$ cat config.mk
export PLATFORM = sky130hd
export DESIGN_NAME = hex_text_to_base64_stream_top
export DESIGN_NICKNAME = d
export VERILOG_FILES = /design/src/h2b_pkg.sv /design/src/h2b_encode.sv /design/src/hex_text_to_base64_stream_top.sv
export VERILOG_INCLUDE_DIRS = /design/src /design/src/src
export SDC_FILE = /design/constraint.sdc
export NUM_CORES = 1
export LEC_CHECK = 0
export BUFFER_PORTS_ARGS = -buffer_cell sky130_fd_sc_hd__buf_2
export CORE_MARGIN = 3
export CORE_UTILIZATION = 57
export DETAILED_ROUTE_END_ITERATION = 16
export PLACE_DENSITY = 0.78
export SYNTH_ARGS = -nofsm -noshare
export SYNTH_HDL_FRONTEND = slang
export SYNTH_HIERARCHICAL = 1
export SYNTH_SLANG_ARGS = --single-unit
$ cat constraint.sdc
create_clock -name clock -period 3.9 [get_ports clock]
set_input_delay 0.585 -clock clock [delete_from_list [all_inputs] [get_ports clock]]
set_output_delay 0.585 -clock clock [all_outputs]
set_load 0.02 [all_outputs]
$ cat src/assert_macros.svh
// ----------------------------------------------------------------------------
// Assertion macros
// Concurrent assertion wrappers; empty when SYNTHESIS is defined.
// ----------------------------------------------------------------------------
`ifndef ASSERT_MACROS_SVH
`define ASSERT_MACROS_SVH

`ifndef SYNTHESIS
`define ASSERT_ALWAYS(name, clk, rst, expr) \
   name: assert property (@(posedge clk) disable iff (rst) (expr)) \
      else $error("assertion failed");
`define ASSERT_IMPLIES(name, clk, rst, ante, cons) \
   name: assert property (@(posedge clk) disable iff (rst) (ante) |-> (cons)) \
      else $error("assertion failed");
`define ASSERT_NEXT(name, clk, rst, ante, cons) \
   name: assert property (@(posedge clk) disable iff (rst) (ante) |=> (cons)) \
      else $error("assertion failed");
`else
`define ASSERT_ALWAYS(name, clk, rst, expr)
`define ASSERT_IMPLIES(name, clk, rst, ante, cons)
`define ASSERT_NEXT(name, clk, rst, ante, cons)
`endif

`endif

$ cat src/h2b_pkg.sv
// ----------------------------------------------------------------------------
// h2b_pkg
// Types, codes and lookup functions of the hex text to Base64 encoder.
// ----------------------------------------------------------------------------
`timescale 1ns / 1ps
`default_nettype none

package h2b_pkg;

   localparam int MaxResults = 5;
   localparam int ResCntW    = $clog2(MaxResults + 1);

   localparam logic [1:0] STATUS_OK      = 2'd0;
   localparam logic [1:0] STATUS_BAD_HEX = 2'd1;
   localparam logic [1:0] STATUS_ODD     = 2'd2;

   localparam logic [7:0] CHAR_PAD     = 8'h3D;
   localparam logic [7:0] CHAR_NEWLINE = 8'h0A;

   typedef struct packed {
      logic [3:0] pending_nibble;
      logic       nibble_held;
      logic [1:0] byte_count;
      logic       discarding;
   } state_type;

   typedef struct packed {
      logic       en;
      logic       idx;
      logic [7:0] data;
   } hold_wr_type;

   typedef struct packed {
      logic [7:0] char_out;
      logic [1:0] status;
      logic       last;
   } item_type;

   typedef struct packed {
      logic [ResCntW-1:0]            cnt;
      item_type [MaxResults-1:0]     items;
   } burst_type;

   // bit 4 set marks a non-hex character
   function automatic logic [4:0] hex_value(input logic [7:0] c);
      logic [4:0] v;
      v = 5'h10;
      if (c >= 8'h30 && c <= 8'h39) v = {1'b0, c[3:0]};
      else if ((c >= 8'h61 && c <= 8'h66) || (c >= 8'h41 && c <= 8'h46))
         v = {1'b0, c[3:0] + 4'd9};
      return v;
   endfunction

   function automatic logic [7:0] b64_char(input logic [5:0] v);
      logic [7:0] c;
      if (v < 6'd26)       c = 8'h41 + {2'b00, v};
      else if (v < 6'd52)  c = 8'h61 + {2'b00, v - 6'd26};
      else if (v < 6'd62)  c = 8'h30 + {2'b00, v - 6'd52};
      else if (v == 6'd62) c = 8'h2B;
      else                 c = 8'h2F;
      return c;
   endfunction

endpackage

`default_nettype wire

$ cat src/h2b_encode.sv
// ----------------------------------------------------------------------------
// h2b_encode
// One-pass step: next state, held byte write and result burst for one item.
// ----------------------------------------------------------------------------
`timescale 1ns / 1ps
`default_nettype none

module h2b_encode (
   input  wire h2b_pkg::state_type   state,
   input  wire logic [7:0]           held0,
   input  wire logic [7:0]           held1,
   input  wire logic [7:0]           char_in,
   input  wire logic                 end_mark,
   output h2b_pkg::state_type        state_nx,
   output h2b_pkg::hold_wr_type      hold_wr,
   output h2b_pkg::burst_type        burst
);

   logic [4:0]  hv;
   logic [7:0]  new_byte;
   logic        is_space;
   logic [1:0]  gcnt;
   logic [23:0] word;
   h2b_pkg::item_type [3:0] grp;

   always_comb begin
      hv       = h2b_pkg::hex_value(char_in);
      new_byte = {state.pending_nibble, hv[3:0]};
      is_space = (char_in inside {[8'h09:8'h0D], 8'h20});
   end

   // group of up to three bytes into four characters
   always_comb begin
      if (end_mark) begin
         gcnt = (state.byte_count == 2'd1) ? 2'd1 : 2'd2;
         word = {held0, (gcnt == 2'd2) ? held1 : 8'h00, 8'h00};
      end else begin
         gcnt = 2'd3;
         word = {held0, held1, new_byte};
      end
      grp[0] = '{h2b_pkg::b64_char(word[23:18]), h2b_pkg::STATUS_OK, 1'b0};
      grp[1] = '{h2b_pkg::b64_char(word[17:12]), h2b_pkg::STATUS_OK, 1'b0};
      grp[2] = '{(gcnt > 2'd1) ? h2b_pkg::b64_char(word[11:6]) : h2b_pkg::CHAR_PAD,
                 h2b_pkg::STATUS_OK, 1'b0};
      grp[3] = '{(gcnt > 2'd2) ? h2b_pkg::b64_char(word[5:0]) : h2b_pkg::CHAR_PAD,
                 h2b_pkg::STATUS_OK, 1'b0};
   end

   always_comb begin
      state_nx     = state;
      hold_wr.en   = 1'b0;
      hold_wr.idx  = state.byte_count[0];
      hold_wr.data = new_byte;
      burst        = '0;
      if (end_mark) begin
         state_nx = '0;
         if (state.discarding) begin
            burst.cnt = '0;
         end else if (state.nibble_held) begin
            burst.items[0] = '{8'h00, h2b_pkg::STATUS_ODD, 1'b1};
            burst.cnt      = h2b_pkg::ResCntW'(1);
         end else if (state.byte_count == 2'd0) begin
            burst.items[0] = '{h2b_pkg::CHAR_NEWLINE, h2b_pkg::STATUS_OK, 1'b1};
            burst.cnt      = h2b_pkg::ResCntW'(1);
         end else begin
            burst.items[3:0] = grp;
            burst.items[4]   = '{h2b_pkg::CHAR_NEWLINE, h2b_pkg::STATUS_OK, 1'b1};
            burst.cnt        = h2b_pkg::ResCntW'(5);
         end
      end else if (!state.discarding && !is_space) begin
         if (hv[4]) begin
            state_nx            = '0;
            state_nx.discarding = 1'b1;
            burst.items[0]      = '{8'h00, h2b_pkg::STATUS_BAD_HEX, 1'b1};
            burst.cnt           = h2b_pkg::ResCntW'(1);
         end else if (!state.nibble_held) begin
            state_nx.pending_nibble = hv[3:0];
            state_nx.nibble_held    = 1'b1;
         end else begin
            state_nx.pending_nibble = 4'h0;
            state_nx.nibble_held    = 1'b0;
            if (state.byte_count >= 2'd2) begin
               burst.items[3:0]     = grp;
               burst.cnt            = h2b_pkg::ResCntW'(4);
               state_nx.byte_count  = 2'd0;
            end else begin
               hold_wr.en           = 1'b1;
               state_nx.byte_count  = state.byte_count + 2'd1;
            end
         end
      end
   end

endmodule

`default_nettype wire

$ cat src/hex_text_to_base64_stream_top.sv
// ----------------------------------------------------------------------------
// hex_text_to_base64_stream_top
// Hex text in, one character per item; Base64 characters out.
// ----------------------------------------------------------------------------
// channel  dir  tdata                          tlast
// req      in   [7:0] char_in                  end_mark
// rsp      out  [7:0] char_out, [9:8] status   last
//
// One input item enters per cycle unless stalled; it waits in the input register,
// then its results (0 to 5) load a result burst register drained one per cycle
// while rsp_tready is high. An input item with no results loads an empty burst;
// one with n results holds the next item until the last of them is taken.
// Reset is synchronous; stalls on rsp hold the burst and back up into req.
// ----------------------------------------------------------------------------
`timescale 1ns / 1ps
`default_nettype none
`include "assert_macros.svh"

module hex_text_to_base64_stream_top (
   input  wire logic        clock,
   input  wire logic        reset,
   input  wire logic        req_tvalid,
   output logic             req_tready,
   input  wire logic [7:0]  req_tdata,   // [7:0] char_in
   input  wire logic        req_tlast,
   output logic             rsp_tvalid,
   input  wire logic        rsp_tready,
   output logic [15:0]      rsp_tdata,   // [7:0] char_out, [9:8] status, [15:10] zero
   output logic             rsp_tlast
);

   logic                 in_vld_ff, in_vld_in;
   logic [7:0]           in_char_ff;
   logic                 in_end_ff;
   h2b_pkg::state_type   state_ff, state_in;
   logic [7:0]           held_ff [2];
   logic [h2b_pkg::ResCntW-1:0]                cnt_ff, cnt_in;
   h2b_pkg::item_type [h2b_pkg::MaxResults-1:0] items_ff, items_in;

   h2b_pkg::hold_wr_type hold_wr;
   h2b_pkg::burst_type   burst;
   logic                 pop, burst_free, in_take, req_take;

   h2b_encode u_encode (
      .state    (state_ff),
      .held0    (held_ff[0]),
      .held1    (held_ff[1]),
      .char_in  (in_char_ff),
      .end_mark (in_end_ff),
      .state_nx (state_in),
      .hold_wr  (hold_wr),
      .burst    (burst)
   );

   always_comb begin
      pop        = rsp_tvalid && rsp_tready;
      burst_free = (cnt_ff == '0) || (cnt_ff == h2b_pkg::ResCntW'(1) && rsp_tready);
      in_take    = in_vld_ff && burst_free;
      req_tready = !in_vld_ff || in_take;
      req_take   = req_tvalid && req_tready;
      in_vld_in  = req_take || (in_vld_ff && !in_take);
   end

   always_comb begin
      cnt_in   = cnt_ff;
      items_in = items_ff;
      if (in_take) begin
         cnt_in   = burst.cnt;
         items_in = burst.items;
      end else if (pop) begin
         cnt_in = cnt_ff - h2b_pkg::ResCntW'(1);
         for (int i = 0; i < h2b_pkg::MaxResults - 1; i++) begin
            items_in[i] = items_ff[i + 1];
         end
      end
   end

   always_ff @(posedge clock) begin
      if (reset) begin
         in_vld_ff <= 1'b0;
         state_ff  <= '0;
         cnt_ff    <= '0;
      end else begin
         in_vld_ff <= in_vld_in;
         if (in_take) begin
            state_ff <= state_in;
         end
         cnt_ff <= cnt_in;
      end
   end

   always_ff @(posedge clock) begin
      if (req_take) begin
         in_char_ff <= req_tdata;
         in_end_ff  <= req_tlast;
      end
      if (in_take && hold_wr.en) begin
         held_ff[hold_wr.idx] <= hold_wr.data;
      end
      items_ff <= items_in;
   end

   always_comb begin
      rsp_tvalid = (cnt_ff != '0);
      rsp_tdata  = {6'b000000, items_ff[0].status, items_ff[0].char_out};
      rsp_tlast  = items_ff[0].last;
   end

   `ASSERT_ALWAYS(a_cnt_range, clock, reset, cnt_ff <= h2b_pkg::ResCntW'(h2b_pkg::MaxResults))
   `ASSERT_IMPLIES(a_err_last, clock, reset, rsp_tvalid && rsp_tdata[9:8] != h2b_pkg::STATUS_OK, rsp_tlast)
   `ASSERT_IMPLIES(a_discard_clean, clock, reset, state_ff.discarding, !state_ff.nibble_held && state_ff.byte_count == 2'd0)
   `ASSERT_NEXT(a_in_hold, clock, reset, in_vld_ff && !burst_free, in_vld_ff && $stable(in_char_ff) && $stable(in_end_ff))

endmodule

`default_nettype wire
### Word level (Yosys, flattened, before mapping)

Memories as Yosys holds them, arrays and structs flattened.
Index checks and enable logic that the tools add are counted.

| word-level totals | value |
|---|---|
| bits in registers | 72 |
| bits in writable memories | 16 |
| bits of input ports | 13 |
| output and inout bits | 19 |
| logic and storage cells | 171 |
| memories kept | 1 |

| operators by class | value |
|---|---|
| add/sub/neg operators | 23 |
| order comparisons | 23 |
| equality and inequality tests | 8 |
| mux-type cells | 61 |
| bitwise operators | 1 |
| reductions and logical operators | 31 |

Memory list:

| memory | words | width | read ports | clocked after Yosys merged registers in | write ports | line | source |
|---|---|---|---|---|---|---|---|
| held_ff | 2 | 8 | 2 | 0 | 1 | hex_text_to_base64_stream_top.sv:36 | `logic [7:0] held_ff [2];` |

Operators with widths:

| operator | count |
|---|---|
| 44-bit 2-to-1 mux | 7 |
| 8-bit 2-to-1 mux | 17 |
| 33-bit 2-to-1 mux | 2 |
| 7-bit by 6-bit adder with 8-bit output, first input constant | 8 |
| 6-bit < comparator, second input constant | 8 |
| 3-bit 2-to-1 mux | 14 |
| 40-bit 2-to-1 mux | 1 |
| 11-bit 2-to-1 mux | 3 |
| 6-bit by 6-bit adder with 7-bit output, first input constant | 4 |
| 6-bit == test, second input constant | 4 |
| 6-bit by 5-bit < comparator with 1-bit output, second input constant | 4 |
| 6-bit by 5-bit subtractor with 6-bit output, second input constant | 4 |
| 6-bit subtractor, second input constant | 4 |
| 8-bit by 7-bit >= comparator with 1-bit output, second input constant | 2 |
| 8-bit by 7-bit less-or-equal comparator with 1-bit output, second input constant | 2 |
| 16-bit 2-to-1 mux | 1 |
| 5-bit 2-to-1 mux | 3 |
| 1-bit logical AND | 11 |
| 8-bit by 6-bit == test with 1-bit output, second input constant | 1 |
| 8-bit by 4-bit >= comparator with 1-bit output, second input constant | 1 |
| 8-bit by 6-bit >= comparator with 1-bit output, second input constant | 1 |
| 8-bit by 4-bit less-or-equal comparator with 1-bit output, second input constant | 1 |
| 8-bit by 6-bit less-or-equal comparator with 1-bit output, second input constant | 1 |
| 1-bit 2-to-1 mux | 8 |
| 21 further kinds | 35 |

### Longest topological paths before layout

| logic depth | value |
|---|---|
| depth in word-level cells | 18 |
| mapped depth | 17 |
| depth with buffers taken out | 16 |

### By module

The synthesis kept the hierarchy.

By module, submodules not included:

| module | instances | cells an instance | area an instance (um2) | seq. area each (um2) |
|---|---|---|---|---|
| hex_text_to_base64_stream_top | 1 | 228 | 3752.3 | 2642.5 |
| h2b_encode | 1 | 448 | 2987.9 | 0.0 |

### Least setup slack after synthesis

OpenSTA, ideal clock, no wires.

| path | value |
|---|---|
| path kind | reg2reg |
| from | register in_char_ff[1] |
| to | register items_ff[41] (netlist name), data pin |
| library setup time | 0.260 ns |
| data arrival time | 3.831 ns |
| slack | -0.191 ns |
| cell stages (with the launch flop) | 17 |
| buffers on the path | 0 |
| period minus slack after synthesis | 4.091 ns |
| cell sequence | edfxtp_1 inv_1 ha_1 o21ba_2 o21a_1 or3b_1 a31oi_2 nand2b_1 inv_1 ha_1 nand2b_1 o311ai_0 or3b_4 o31a_1 o311ai_1 o211ai_1 mux2_2 |

RTL lines:

| item | line | source |
|---|---|---|
| start, declared | hex_text_to_base64_stream_top.sv:33 | `logic [7:0] in_char_ff;` |
| start signal, assigned | hex_text_to_base64_stream_top.sv:94 | `in_char_ff <= req_tdata;` |
| end signal, assigned | hex_text_to_base64_stream_top.sv:100 | `items_ff <= items_in;` |
| end, declared | hex_text_to_base64_stream_top.sv:38 | `h2b_pkg::item_type [h2b_pkg::MaxResults-1:0] items_ff, items_in;` |

==> impl_metrics.json <==
{
  "status": "finished with violations",
  "area_growth_pct": 8.80,
  "port_buffers": 25,
  "setup_ws_ps": -149,
  "final_cells": 841,
  "crit_type": "reg2reg",
  "holdPathStages": 1,
  "synthCells": 676,
  "synth_seq_area_share_pct": 39.2,
  "wl_per_cell_um": 17.4,
  "irDropWorstVdd_mv": 0.528,
  "powerDensity_nw_per_um2": 484,
  "synth.largest_area_cell": "edfxtp_1",
  "synth_top_cell_area_share_pct": 35.6,
  "fin_tns_setup_ps": -149,
  "critPathRequiredTime_ps": 4000,
  "layout-drive-gt1-share_pct": 22.8,
  "seq_power_share_pct": 44.7,
  "switching_share_pct": 30.5,
  "core_region_area_sq_um": 11500,
  "hold_path.class": "in2reg",
  "synth_cell_type_count": 75,
  "grt_overflow_total": 0,
  "grt_pass1_wl_mm": 23.2,
  "die_w_um": 115,
  "dr.pass1.iters": 6,
  "clkSinkCount": 92,
  "num_vias": 5031,
  "fmax_mhz": 247,
  "clk_pin_slew_worst_paths_ps": 70,
  "antenna_found_initial": 0,
  "synth_area_leaders": "edfxtp_1, ha_1, mux2_2",
  "start_util_pct": 58.8,
  "place_hpwl_mm": 10.5,
  "multi_input_comb_area_sq_um": 3710,
  "antennaDiodeCount": 0,
  "ys_seq_elements": 92,
  "grt_pass1_vias": 4729,
  "setup_viol_count_final": 1,
  "slew_headroom_pct": 46.8,
  "synthTopCellsByCount": "edfxtp_1, nand2_1, nor2_1",
  "rsz0062_at_grt": "yes",
  "final_hold_viol_count": 0,
  "design_area_sq_um": 7330,
  "route.detailed.drc": 0,
  "fin_crit_sh_pct": 104,
  "violations": "setup timing",
  "io_pins": 32,
  "maxCapViolations": 0,
  "power_switching_w": 0.00108,
  "cts_buffers": 9,
  "rows": 39,
  "clkPwrFrac_pct": 26.6,
  "worstSkewPairLatency_ps": 340,
  "synth_flop_cell": "edfxtp_1",
  "syn_area_per_cell_sq_um": 9.97,
  "synth_edf_count": 80,
  "via_per_inst": 5.98,
  "gp_congestion": 0.949,
  "die_h_um": 115,
  "fin_skew_ps": 5.02,
  "die_area_sq_um": 13200,
  "root_buffer": "clkbuf_16",
  "clock_path_buffers": 2,
  "dpl_worst_slack_ps": -26.9,
  "async_reset_ff_share_pct": 0,
  "wirelength_mm": 14.6,
  "critPathArrivalTime_ps": 4150,
  "yosysWarnings": 6,
  "internal-power_w": 0.00247,
  "max_slew.worst_pin.slew_ps": 797,
  "final_nets": 753,
  "cts_tree": "yes",
  "place_area_sq_um": 6810,
  "pwr-share-comb_pct": 28.7,
  "power.leakage_nw": 2.83,
  "drtAntennaViolNets": 0,
  "slew_violations": 0,
  "cp-end-kind": "flop",
  "regArea_sq_um": 2640,
  "fin_crit_ps": 4050,
  "hold_slack_ps": 413,
  "nFillCells": 888,
  "grt_usage_pct": 22.3,
  "dp_cells": 812,
  "netlist_area_sq_um": 6740,
  "cts.htree.levels": 3,
  "drt_iter0_markers": 410,
  "yosysMostFrequentCell": "edfxtp_1",
  "ff2ff_path_depth": 16,
  "crit_path_max_fanout": 5,
  "crit_path_start_kind": "flop",
  "grt_max_degree": 49
}
flip-flops by register name, indices dropped and copies added (netlist names):
name,cells
state_ff,8
held_ff,16
in_end_ff,1
items_ff,44
rsp_tdata,10
cnt_ff,3
in_char_ff,8
rsp_tlast,1
in_vld_ff,1
what timing repair did:
action,4_1_cts,5_1_grt
pin swaps,4,10
gates resized for setup,3,17
hold buffers,0,0
setup endpoints to repair,1,5
endpoints found under the hold margin,0,0
buffers inserted,5,8
per-layer routing:
layer	share of wire, %	track usage [%]	vias to the layer above
met5	0	0	-
met4	3.2	9.47	0
met3	5.3	3.74	30
met2	50	36.9	181
met1	42	29.0	2419
li1	-	-	2401
final cells by class:
class	instances	share of cell area (%)
Sequential cell	92	36.0
Timing Repair Buffer	56	4.93
Inverter	31	1.59
Tap cell	143	2.44
Clock inverter	6	1.28
Multi-Input combinational cell	503	50.6
Clock buffer	10	3.12
final timing paths:
path	from	endpoint	slack, ps
worst min-delay path	req_tdata[7]	in_char_ff[7]	410
worst max register to register	in_char_ff[0]	items_ff[41]	-150
worst min register to register	cnt_ff[1]	cnt_ff[1]	530
worst max-delay path	in_char_ff[0]	items_ff[41]	-150
cells in the final DEF (no fill, tap or decap), types with 4 or more instances in the layout:
cell type	count
edfxtp_1	80
nand2_1	61
clkbuf_16	9
mux2_2	45
or2_2	5
buf_4	30
nor3_1	14
conb_1	24
ha_4	4
o211ai_1	4
inv_2	4
xor2_1	12
and2_1	4
a21oi_1	31
a41oi_1	4
dfxtp_1	12
nor2_1	48
nand2b_1	11
buf_2	25
mux2i_1	6
a31oi_1	5
nor2b_1	12
xnor2_1	22
a211oi_1	10
nand3_1	19
nand4_1	7
o21ai_0	33
inv_1	27
ha_1	42
critical path: stages, from the launching register on:
cell      delay [ps]
edfxtp_1         430
inv_2             90
ha_4             170
o21ba_4          230
o21a_1           210
or3b_1           400
a31oi_2          230
nand2b_1         150
inv_2            110
ha_4             150
nand2b_1         110
o311ai_1         100
or3b_4           390
o31a_1           340
o311ai_2         280
o211ai_1         130
mux2_4           290
per-stage QoR:
stage,total power [W],utilization (%)
floorplan,0.00244,-
global placement,0.00255,59.4
detailed placement,0.00260,59.4
CTS,0.00355,62.7
global route,0.00374,63.9
finish,0.00355,63.9
power groups by stage:
stage / combinational, W / sequential (W) / clock (W)
floorplan: 0.000859 / 0.00158 / 0
global placement: 0.000961 / 0.00159 / 0
detailed placement: 0.000996 / 0.00161 / 0
CTS: 0.00101 / 0.00159 / 0.000959
global route: 0.00111 / 0.00161 / 0.00101
finish: 0.00102 / 0.00159 / 0.000943
cell families (layout without fill, tap and decap cells):
group                    after synthesis  after routing  synth area share (%)
AND/OR/NAND/NOR                      215            215                  16.8
multiplexers                          54             54                  8.89
adder cells (fa/ha/maj)               47             47                  8.72
flip-flops                            92             92                  39.2
XOR/XNOR                              34             34                  4.42
buffers and inverters                103            103                  8.72
AO/OA/AOI/OAI                        129            129                  13.1
other                                  2             24                 0.111
No activity file was read; power rests on OpenSTA's default activity.
